`config.mk`:
```
export PLATFORM = sky130hd
export DESIGN_NAME = hmf_front
export DESIGN_NICKNAME = d
export VERILOG_FILES = /design/src/hmf_pkg.sv /design/src/hmf_front.sv
export SDC_FILE = /design/constraint.sdc
export NUM_CORES = 1
export LEC_CHECK = 0
export BUFFER_PORTS_ARGS = -buffer_cell sky130_fd_sc_hd__buf_2
export CORE_MARGIN = 5
export CORE_UTILIZATION = 35
export CTS_CLUSTER_DIAMETER = 120
export DETAILED_ROUTE_END_ITERATION = 12
export PLACE_DENSITY = 0.57
export SYNTH_ARGS = -nofsm -noshare
export SYNTH_HDL_FRONTEND = slang
export SYNTH_SLANG_ARGS = --single-unit
export TNS_END_PERCENT = 30
```
`constraint.sdc`:
```
create_clock -name clk -period 2.7 [get_ports clk]
set_input_delay 0.135 -clock clk [delete_from_list [all_inputs] [get_ports clk]]
set_output_delay 0.135 -clock clk [all_outputs]
set_load 0.02 [all_outputs]
```
`src/hmf_pkg.sv`:
```
`timescale 1ns / 1ps
// hmf_pkg: shared constants, types and item layout for the histogram mode finder.
// No dependencies; imported by hmf_front, hmf_back and histogram_mode_finder.

package hmf_pkg;

    localparam int NUM_BINS      = 511;
    localparam int COUNT_WIDTH   = 16;
    localparam int SAMPLE_W      = 9;
    localparam int SAMPLE_OFFSET = 255;
    localparam int MODE_COUNT_W  = 16;

    localparam int BIN_W         = $clog2(NUM_BINS);
    localparam int ROW_COUNT     = (NUM_BINS + 1) / 2;
    localparam int ROW_W         = $clog2(ROW_COUNT);
    localparam int ROW_DATA_W    = 2 * COUNT_WIDTH;

    localparam int QUEUE_DEPTH   = 4;
    localparam int QPTR_W        = $clog2(QUEUE_DEPTH);

    localparam int IN_TDATA_W    = ((SAMPLE_W + 7) / 8) * 8;
    localparam int OUT_FIELDS_W  = SAMPLE_W + MODE_COUNT_W;
    localparam int OUT_TDATA_W   = ((OUT_FIELDS_W + 7) / 8) * 8;

    localparam logic [COUNT_WIDTH-1:0] COUNT_MAX = {COUNT_WIDTH{1'b1}};

    typedef struct packed {
        logic [ROW_W-1:0]           row;
        logic                       half;
        logic                       in_range;
        logic                       last;
        logic signed [SAMPLE_W-1:0] sample;
    } hmf_item_t;

    typedef struct packed {
        logic              valid;
        hmf_item_t         item;
        logic [QPTR_W:0]   count;
    } hmf_head_t;

endpackage

```
`src/hmf_front.sv`:
```
`timescale 1ns / 1ps
// hmf_front: input beat acceptance, bin classification and the item queue.
// Depends on hmf_pkg; feeds hmf_back through an hmf_head_t.

module hmf_front
    import hmf_pkg::*;
(
    input  logic                  clk,
    input  logic                  rst_n,
    input  logic                  s_axis_tvalid,
    output logic                  s_axis_tready,
    input  logic [IN_TDATA_W-1:0] s_axis_tdata,   // [8:0] sample
    input  logic                  s_axis_tlast,   // last_sample
    output hmf_head_t             head,
    input  logic                  pop
);

    hmf_item_t                   item_reg [QUEUE_DEPTH];
    logic [QPTR_W-1:0]           wr_ptr_reg, wr_ptr_next;
    logic [QPTR_W-1:0]           rd_ptr_reg, rd_ptr_next;
    logic [QPTR_W:0]             count_reg, count_next;

    logic signed [SAMPLE_W+1:0]  idx_wide;
    logic [BIN_W-1:0]            bin;
    hmf_item_t                   new_item;
    logic                        push;

    always_comb
    begin
        idx_wide = {{2{s_axis_tdata[SAMPLE_W-1]}}, s_axis_tdata[SAMPLE_W-1:0]}
                   + (SAMPLE_W+2)'(SAMPLE_OFFSET);
        bin      = idx_wide[BIN_W-1:0];
        new_item.row      = bin[BIN_W-1:1];
        new_item.half     = bin[0];
        new_item.in_range = !idx_wide[SAMPLE_W+1]
                            && (32'(idx_wide[SAMPLE_W:0]) < 32'(NUM_BINS));
        new_item.last     = s_axis_tlast;
        new_item.sample   = s_axis_tdata[SAMPLE_W-1:0];
    end

    assign s_axis_tready = (count_reg != (QPTR_W+1)'(QUEUE_DEPTH));
    assign push          = s_axis_tvalid && s_axis_tready;

    always_comb
    begin
        wr_ptr_next = push ? wr_ptr_reg + 1'b1 : wr_ptr_reg;
        rd_ptr_next = pop ? rd_ptr_reg + 1'b1 : rd_ptr_reg;
        count_next  = count_reg + (QPTR_W+1)'(push) - (QPTR_W+1)'(pop);
    end

    always_ff @(posedge clk or negedge rst_n)
    begin
        if (!rst_n)
        begin
            wr_ptr_reg <= '0;
            rd_ptr_reg <= '0;
            count_reg  <= '0;
        end
        else
        begin
            wr_ptr_reg <= wr_ptr_next;
            rd_ptr_reg <= rd_ptr_next;
            count_reg  <= count_next;
        end
    end

    always_ff @(posedge clk)
    begin
        if (push)
        begin
            item_reg[wr_ptr_reg] <= new_item;
        end
    end

    assign head.valid = (count_reg != '0);
    assign head.item  = item_reg[rd_ptr_reg];
    assign head.count = count_reg;

endmodule

```
==> flow_summary.toml, run 1 <==
[timing]
min_period_ns = 2.20
relSlewSlack_pct = 56.6
skew_ns = 0.00892
setup_tns_ns = 0
fin_ws_ns = 0.504
clock.fmax_mhz = 455
setup_viol = 0
finalHoldViolCount = 0
slew_violations = 0
rsz0062_at_grt = "false"
tightest_slew_ns = 0.647
post-route-period-util_pct = 81.3

[route]
wirelength_mm = 6.09
vias_per_cell = 4.54
drcViolationCount = 0
vias = 1599
wl_per_cell_microns = 17.3
firstDrtPassIters = 4
drt_iter0_drc = 66
ant_nets = 0

[layout]
largest_reg_flops = 80
nNetsFinal = 243
final_area_sq_um = 4030
n_antenna_cell = 0
drive_gt1_share_pct = 37.9
syn2layout_area_growth_pct = 16.7

[clock_network]
cts_resized = 0
cts.sinks = 87
numCtsBuffers = 9
path_clk_slew_ns = 0.09
worst_skew_pair.late_latency_ns = 0.36
post-cts-setup-buffers = 0
hold_buffers = 3
root_buffer = "clkbuf_8"
tritoncts = "built"
clockBufferDepth = 2
h-tree-depth = 3

[setup_path]
reg2regPathDepth = 9
worstPathArrival_ns = 2.47
worstSetupEndpointType = "register"
crit_path_start_kind = "register"
cp_slowest_stage_delay_ns = 0.44
cp_slowest_cell = "or3b_4"
crit_fanout = 6
worstSetupPathType = "reg2reg"
cp_data_required_time_ns = 2.98
cp_cell_sequence = "or3b_4 > and2_4 > inv_1 > ha_1 > inv_1 > ha_1 > fa_1 > xnor2_1 > xnor2_1"

[synthesis]
synth-main-ff-cell = "edfxtp_1"
synthCells = 164
ys_warn_count = 0
ys_seq_elements = 87
yosys.area.top_type_share_pct = 69.6
synth_cell_types = 24
synth-edff-count = 80
synth_commonest_cells = "edfxtp_1, mux4_2, inv_1"
yosysSeqAreaShare_pct = 74.6
synth_fp_nets = 193
yosysMostFrequentCell = "edfxtp_1"
synth.avg_cell_area_sq_um = 21.1
synthTopCellsByArea = "edfxtp_1, mux4_2, dfrtp_1"
syn_area_sq_um = 3450
async_reset_ff_share_pct = 8.05
netlist.top_cell.by_area = "edfxtp_1"

[floorplanning]
start_util_pct = 35.7
rows = 36
dieArea_sq_um = 12000
num_io_pins = 46
die_w_microns = 109
coreArea_sq_um = 9680
die_h_microns = 109

[grt]
grt_max_degree = 21
grt_overflow = 0
grt_pass1_wl_mm = 9.80
grt_pass1_vias = 1833
gr-usage-all-layers_pct = 11.3
antenna_found_initial = 0

[run]
maxCapViolations = 0

[placed_design]
hpwl_mm = 3.85
place_congestion = 0.668
io_buffers = 38
dp_slack_ns = 0.514
placed_cell_area_sq_um = 3800

[power_and_ir_drop]
ir_worst_vdd_v = 0.000470
leakage_uw = 0.00141
power-per-cell-area_nw_per_um2 = 1070

[hold_path]
hold-path-cell-count = 1
min_path_type = "in2reg"

[outcome]
outcome = "completed"
## power by group
group / switching (uW) / internal [uW] / total, uW / leakage [uW]
logic: 880 / 623 / 1500 / 0.000505
clock network: 464 / 432 / 896 / 0.0000891
registers: 95.3 / 1800 / 1900 / 0.000815
total: 1440 / 2860 / 4300 / 0.00141
## metrics by stage
step	util [%]	cells	hold slack, ns	power [uW]
6_report	41.6	352	0.0390	4300
5_1_grt	41.6	352	0.0351	4550
4_1_cts	41.6	352	0.0353	4380
3_5_place_dp	39.3	333	-0.0171	3480
3_3_place_gp	39.3	333	-0.0214	3450
2_1_floorplan	-	164	-0.161	3000
## cell usage in the layout (no fill, tap or decap), types with 3 or more instances in the layout
master	count
and3_2	4
xnor2_1	7
clkbuf_8	9
clkinvlp_4	3
dfrtp_1	7
buf_2	38
mux4_2	20
nor2_1	3
inv_1	9
nand2_1	3
ha_1	7
dlygate4sd3_1	3
edfxtp_1	80
xor2_1	5
## cell type report
cell class,count,area (sq um)
Tap cell,133,166
Inverter,9,33.8
Clock inverter,6,70.1
Clock buffer,10,128
Timing Repair Buffer,43,235
Multi-Input combinational cell,64,818
Fill cell,873,5660
Sequential cell,87,2580
## cells by family (layout without fill, tap and decap cells)
kind of cell / count (synthesis) / count (layout) / share of synthesized area (%)
DFF: 87 / 87 / 74.6
and+or+nand+nor: 22 / 22 / 3.80
muxes: 21 / 21 / 13.5
buffers and inverters: 13 / 68 / 1.67
xor gates and xnor gates: 12 / 12 / 3.04
adders and majority gates: 8 / 8 / 3.12
AOI/OAI and AO/OA: 1 / 1 / 0.254
## layer usage
layer | share of wire (%) | wire, microns | vias up | global-route usage, %
met5 | 0 | 0 | - | 0
met4 | 1.1 | 68 | 0 | 4.27
met3 | 5.0 | 304 | 7 | 3.17
met2 | 50 | 3060 | 39 | 18.6
met1 | 44 | 2650 | 809 | 14.2
li1 | - | - | 744 | -
## worst max-delay path: cells and delay by family, from the launching register on
family / cells / cell delay (ns)
adders and majority gates: 3 / 0.67
buffers and inverters: 2 / 0.09
and+or+nand+nor: 2 / 0.63
xor gates and xnor gates: 2 / 0.31
DFF: 1 / 0.42
## worst paths after layout
| check | start | slack [ns] | endpoint |
|---|---|---|---|
| worst max-delay path | count_reg[1]$_DFF_PN0_ | 0.50 | count_reg[2]$_DFF_PN0_ |
| worst min-delay path | s_axis_tdata[0] | 0.04 | item_reg[0][0]$_DFFE_PP_ |
| worst max register to register | count_reg[1]$_DFF_PN0_ | 0.50 | count_reg[2]$_DFF_PN0_ |
| worst min register to register | rd_ptr_reg[1]$_DFFE_PN0P_ | 0.47 | rd_ptr_reg[1]$_DFFE_PN0P_ |
| max in group asynchronous | rst_n | 2.41 | rd_ptr_reg[0]$_DFFE_PN0P_ |
| min in group asynchronous | rst_n | 0.14 | wr_ptr_reg[0]$_DFFE_PN0P_ |
Power figures use the tool's default switching activity.
==> run 2: changes to the inputs <==
ABC_AREA = 1   (was unset)
clock period = 2.15 ns   (was 2.7 ns; I/O delays follow)
==> run 2 against run 1 <==
Effect of this change:
- final cell count is 37% higher
- hold slack worse by 0.0076 ns
- fmax is 15% higher
- setup slack worse by 0.26 ns
- largest cell class unchanged
==> flow_summary.toml, run 2 <==
[outcome]
outcome = "completed"

[layout]
finalNonFillerCells = 481
nNetsFinal = 369
finalCoreUtilization_pct = 41.8
largest_reg_flops = 80
syn2layout_area_growth_pct = 18.1
drive_gt1_share_pct = 21.2
final_common_cell = "edfxtp_1"
nFillCells = 945
n_antenna_cell = 0
final_cell_mix = "edfxtp_1, nor2_1, o21ai_0"

[route]
vias_per_cell = 4.66
vias = 2243
firstDrtPassIters = 4
wl_per_cell_microns = 14.6
ant_nets = 0
drt_iter0_drc = 79
wirelength_mm = 7.01
met1_length_mm = 3.13
wl_met3_microns = 193
drcViolationCount = 0
top_layer = "met4"
dr_wl_met2_mm = 3.56

[timing]
fin_ws_ns = 0.245
relSlewSlack_pct = 71.7
setup_viol = 0
clock.fmax_mhz = 525
post-route-period-util_pct = 88.6
finalHoldViolCount = 0
skew_ns = 0.00731
setup_tns_ns = 0
min_period_ns = 1.90
tightest_slew_ns = 0.424
slew_violations = 0
rsz0062_at_grt = "false"

[power_and_ir_drop]
leakage_uw = 0.00157
power-per-cell-area_nw_per_um2 = 1350
total_power_uw = 5730
ir_worst_vdd_v = 0.000488

[grt]
grt_overflow = 0
grt_pass1_wl_mm = 11.5
gr-usage-all-layers_pct = 11.9
grt_pass1_vias = 2191
grt_max_degree = 43
antenna_found_initial = 0

[synthesis]
ys_seq_elements = 87
yosysSeqAreaShare_pct = 71.9
synth_fp_nets = 318
netlist.top_cell.by_area = "edfxtp_1"
yosys.area.top_type_share_pct = 67.0
synth_commonest_cells = "edfxtp_1, nor2_1, o21ai_0"
async_reset_ff_share_pct = 8.05
synth.avg_cell_area_sq_um = 12.4
yosysMostFrequentCell = "edfxtp_1"
synth_cell_types = 21
synthTopCellsByArea = "edfxtp_1, o21ai_0, nor2_1"
syn_area_sq_um = 3590
synthCells = 289
synth-edff-count = 80
ys_warn_count = 0
synth-main-ff-cell = "edfxtp_1"

[floorplanning]
dieArea_sq_um = 12400
rows = 37
die_w_microns = 111
coreArea_sq_um = 10100
start_util_pct = 35.4
num_io_pins = 46
die_h_microns = 111

[setup_path]
worstPathArrival_ns = 2.14
worstSetupEndpointType = "register"
cp_slowest_cell = "dfrtp_1"
cp_data_required_time_ns = 2.38
worstSetupPathType = "reg2reg"
cp_cell_sequence = "inv_1 > nand3_1 > nand2_2 > ha_1 > inv_1 > ha_1 > fa_1 > xnor2_1 > xor2_1"
crit_path_start_kind = "register"
crit_fanout = 3
cp_slowest_stage_delay_ns = 0.39

[run]
maxCapViolations = 0

[clock_network]
cts_resized = 0
h-tree-depth = 3
tritoncts = "built"
numCtsBuffers = 9
worst_skew_pair.late_latency_ns = 0.35
root_buffer = "clkbuf_8"
path_clk_slew_ns = 0.08
clockBufferDepth = 2
cts.sinks = 87

[hold_path]
min_path_type = "in2reg"

[placed_design]
place_congestion = 0.733
io_buffers = 38
hpwl_mm = 4.24
place_inst = 460
dp_slack_ns = 0.240
[run 2: changes by cell type after synthesis, sizes merged, moves of 5 or more]
cell    previous run  this run
nand2              3        19
inv                9        26
and3               5         0
o21ai              0        43
clkbuf             1         8
nand3              2         7
mux4              20         0
nor2               3        56
o22ai              0        20
xnor2              7         1
[run 2: path summary, 6_finish.rpt]
check | start | cells past startpoint | to | slack [ns]
min in group asynchronous | rst_n | 2 | count_reg[2]$_DFF_PN0_ | 0.11
worst min register to register | count_reg[1]$_DFF_PN0_ | 1 | count_reg[2]$_DFF_PN0_ | 0.49
max in group asynchronous | rst_n | 2 | rd_ptr_reg[1]$_DFFE_PN0P_ | 1.90
worst max register to register | count_reg[1]$_DFF_PN0_ | 9 | count_reg[2]$_DFF_PN0_ | 0.25
worst max-delay path | count_reg[1]$_DFF_PN0_ | 9 | count_reg[2]$_DFF_PN0_ | 0.25
worst min-delay path | s_axis_tdata[7] | 1 | item_reg[3][7]$_DFFE_PP_ | 0.03
[run 2: through the flow]
stage | hold WS, ns | area [sq um]
2_1_floorplan | -0.188 | 3590
3_3_place_gp | -0.0522 | 3990
3_5_place_dp | -0.0537 | 3990
4_1_cts | 0.0188 | 4230
5_1_grt | 0.0186 | 4230
6_report | 0.0313 | 4230
[run 2: critical path: cells and delay by family, from the launching register on]
family / cells / cell delay [ns]
buffers and inverters: 2 / 0.14
DFF: 1 / 0.39
xor gates and xnor gates: 2 / 0.28
and+or+nand+nor: 2 / 0.17
adders and majority gates: 3 / 0.83
[run 2: logic make-up (layout without fill, tap and decap cells)]
family | Yosys count | after routing | synth area share [%]
simple gates | 85 | 85 | 9.77
xor+xnor | 6 | 6 | 1.47
buf+inv | 39 | 95 | 4.26
fa+ha+maj | 8 | 8 | 3.00
compound gates | 64 | 64 | 9.63
flops | 87 | 87 | 71.9
[run 2: routing by layer]
layer	vias up	GRT usage (%)
li1	1116	-
met1	1084	14.2
met2	32	20.7
met3	11	2.35
met4	0	5.60
met5	-	0
[run 2: cell type report]
cell class / count / area [sq um] / share of cell area (%)
sequential: 87 / 2580 / 60.9
timing repair buffer: 53 / 328 / 7.74
tap: 136 / 170 / 4.02
inverter: 26 / 97.6 / 2.30
clock inverter: 7 / 71.3 / 1.68
multi-input combinational: 163 / 866 / 20.4
clock buffer: 9 / 124 / 2.93
[run 2: power breakdown]
part	switching (uW)	internal, uW
registers	98.8	2250
clock network	565	536
logic	1560	717
[run 2: what timing repair did]
item / in CTS / in global routing
buffers inserted: 0 / 0
endpoints found under the hold margin: 20 / 0
hold buffers: 5 / 0
==> run 3: changes to the inputs <==
MAX_ROUTING_LAYER = met4   (was unset)
==> run 3 against run 2 <==
Effect of this change:
- register-to-register slack hardly changed
- critical path depth stayed put
- utilization stayed put
- critical endpoint unchanged
==> flow_summary.toml, run 3 (same netlist as run 2, synthesis figures left out) <==
[clock_network]
cts.sinks = 87
path_clk_slew_ns = 0.08
h-tree-depth = 3
root_buffer = "clkbuf_8"
numCtsBuffers = 9
clockBufferDepth = 2
post-cts-setup-buffers = 0
hold_buffers = 5
worst_skew_pair.late_latency_ns = 0.34
tritoncts = "built"
cts_resized = 0

[layout]
drive_gt1_share_pct = 21.2
register_area_sq_um = 2580
final_common_cell = "edfxtp_1"
final_cell_mix = "edfxtp_1, nor2_1, o21ai_0"
syn2layout_area_growth_pct = 18.1
n_antenna_cell = 0
nNetsFinal = 369
largest_reg_flops = 80
finalCoreUtilization_pct = 41.8
multi_input_area_sq_um = 866
finalNonFillerCells = 481
nFillCells = 945

[placed_design]
io_buffers = 38
place_congestion = 0.742
place_inst = 460
hpwl_mm = 4.24

[setup_path]
cp_num_buf_inv = 2
worstPathArrival_ns = 2.14
crit_path_start_kind = "register"
worstSetupPathType = "reg2reg"
cpLargestDelayFamily = "adder cells"
worstSetupEndpointType = "register"
crit_fanout = 3
cp_slowest_cell = "dfrtp_1"
cp_cell_sequence = "inv_1 > nand3_1 > nand2_2 > ha_1 > inv_1 > ha_1 > fa_1 > xnor2_1 > xor2_1"
cp_slowest_stage_delay_ns = 0.39
cp_data_required_time_ns = 2.38

[power_and_ir_drop]
ir_worst_vdd_v = 0.000487
total_power_uw = 5730
power-per-cell-area_nw_per_um2 = 1350
leakage_uw = 0.00157

[timing]
slew_violations = 0
relSlewSlack_pct = 71.9
skew_ns = 0.00755
setup_viol = 0
min_period_ns = 1.90
post-route-period-util_pct = 88.6
hold_slack_ns = 0.0350
clock.fmax_mhz = 525
tightest_slew_ns = 0.421
rsz0062_at_grt = "false"
finalHoldViolCount = 0

[hold_path]
min_path_type = "in2reg"

[route]
wirelength_mm = 7.02
vias_per_cell = 4.67
drt_iter0_drc = 83
drcViolationCount = 0
firstDrtPassIters = 4
wl_per_cell_microns = 14.6
vias = 2248
ant_nets = 0

[grt]
antenna_found_initial = 0
grt_pass1_vias = 2191
grtUsageMet3_pct = 1.97
grt_pass1_wl_mm = 11.5
grt_overflow = 0
grt_max_degree = 43
gr-usage-all-layers_pct = 12.3
grt_busiest_layer = "met2"
met2_usage_pct = 20.8
use_met1_pct = 14.3

[floorplanning]
start_util_pct = 35.4
coreArea_sq_um = 10100
dieArea_sq_um = 12400
rows = 37
die_h_microns = 111
num_io_pins = 46
die_w_microns = 111

[outcome]
outcome = "completed"

[run]
maxCapViolations = 0
-- run 3: cell counts in the layout (fill, tap and decap cells not counted) --
Identical to the previous run, type by type.
-- run 3: cell type report --
type	count	area share, %
inverter	26	2.30
clock buffer	9	2.93
sequential	87	60.9
clock inverter	7	1.68
timing repair buffer	53	7.74
multi-input combinational	163	20.4
tap	136	4.02
-- run 3: final timing paths --
check | startpoint | slack, ns | to | depth (start not counted)
min | s_axis_tdata[7] | 0.04 | item_reg[3][7]$_DFFE_PP_ | 1
max in group asynchronous | rst_n | 1.89 | rd_ptr_reg[1]$_DFFE_PN0P_ | 2
max reg2reg | count_reg[1]$_DFF_PN0_ | 0.25 | count_reg[2]$_DFF_PN0_ | 9
min in group asynchronous | rst_n | 0.11 | count_reg[2]$_DFF_PN0_ | 2
max | count_reg[1]$_DFF_PN0_ | 0.25 | count_reg[2]$_DFF_PN0_ | 9
min reg2reg | count_reg[1]$_DFF_PN0_ | 0.49 | count_reg[2]$_DFF_PN0_ | 1
-- run 3: per-stage QoR --
stage          setup WS, ns  cell area [sq um]  TNS [ns]
2_1_floorplan        -0.104               3590     -8.37
3_3_place_gp          0.286               3990         0
3_5_place_dp          0.240               3990         0
4_1_cts               0.224               4230         0
5_1_grt              0.0735               4230         0
6_report              0.245               4230         0
-- run 3: routing by layer --
| metal | up-vias | wire length [microns] |
|---|---|---|
| met5 | - | 0 |
| met4 | 0 | 119 |
| met3 | 11 | 175 |
| met2 | 33 | 3560 |
| met1 | 1088 | 3170 |
| li1 | 1116 | - |
-- run 3: worst register-to-register path: stages (launching register included) --
cell and delay, ns:
dfrtp_1 0.39, inv_1 0.10, nand3_1 0.11, nand2_2 0.06, ha_1 0.27, inv_1 0.04
ha_1 0.18, fa_1 0.38, xnor2_1 0.14, xor2_1 0.14
-- run 3: power by group --
group	internal, uW	switching [uW]	total (uW)
Sequential	2250	99.0	2350
Clock	537	565	1100
Combinational	717	1560	2270
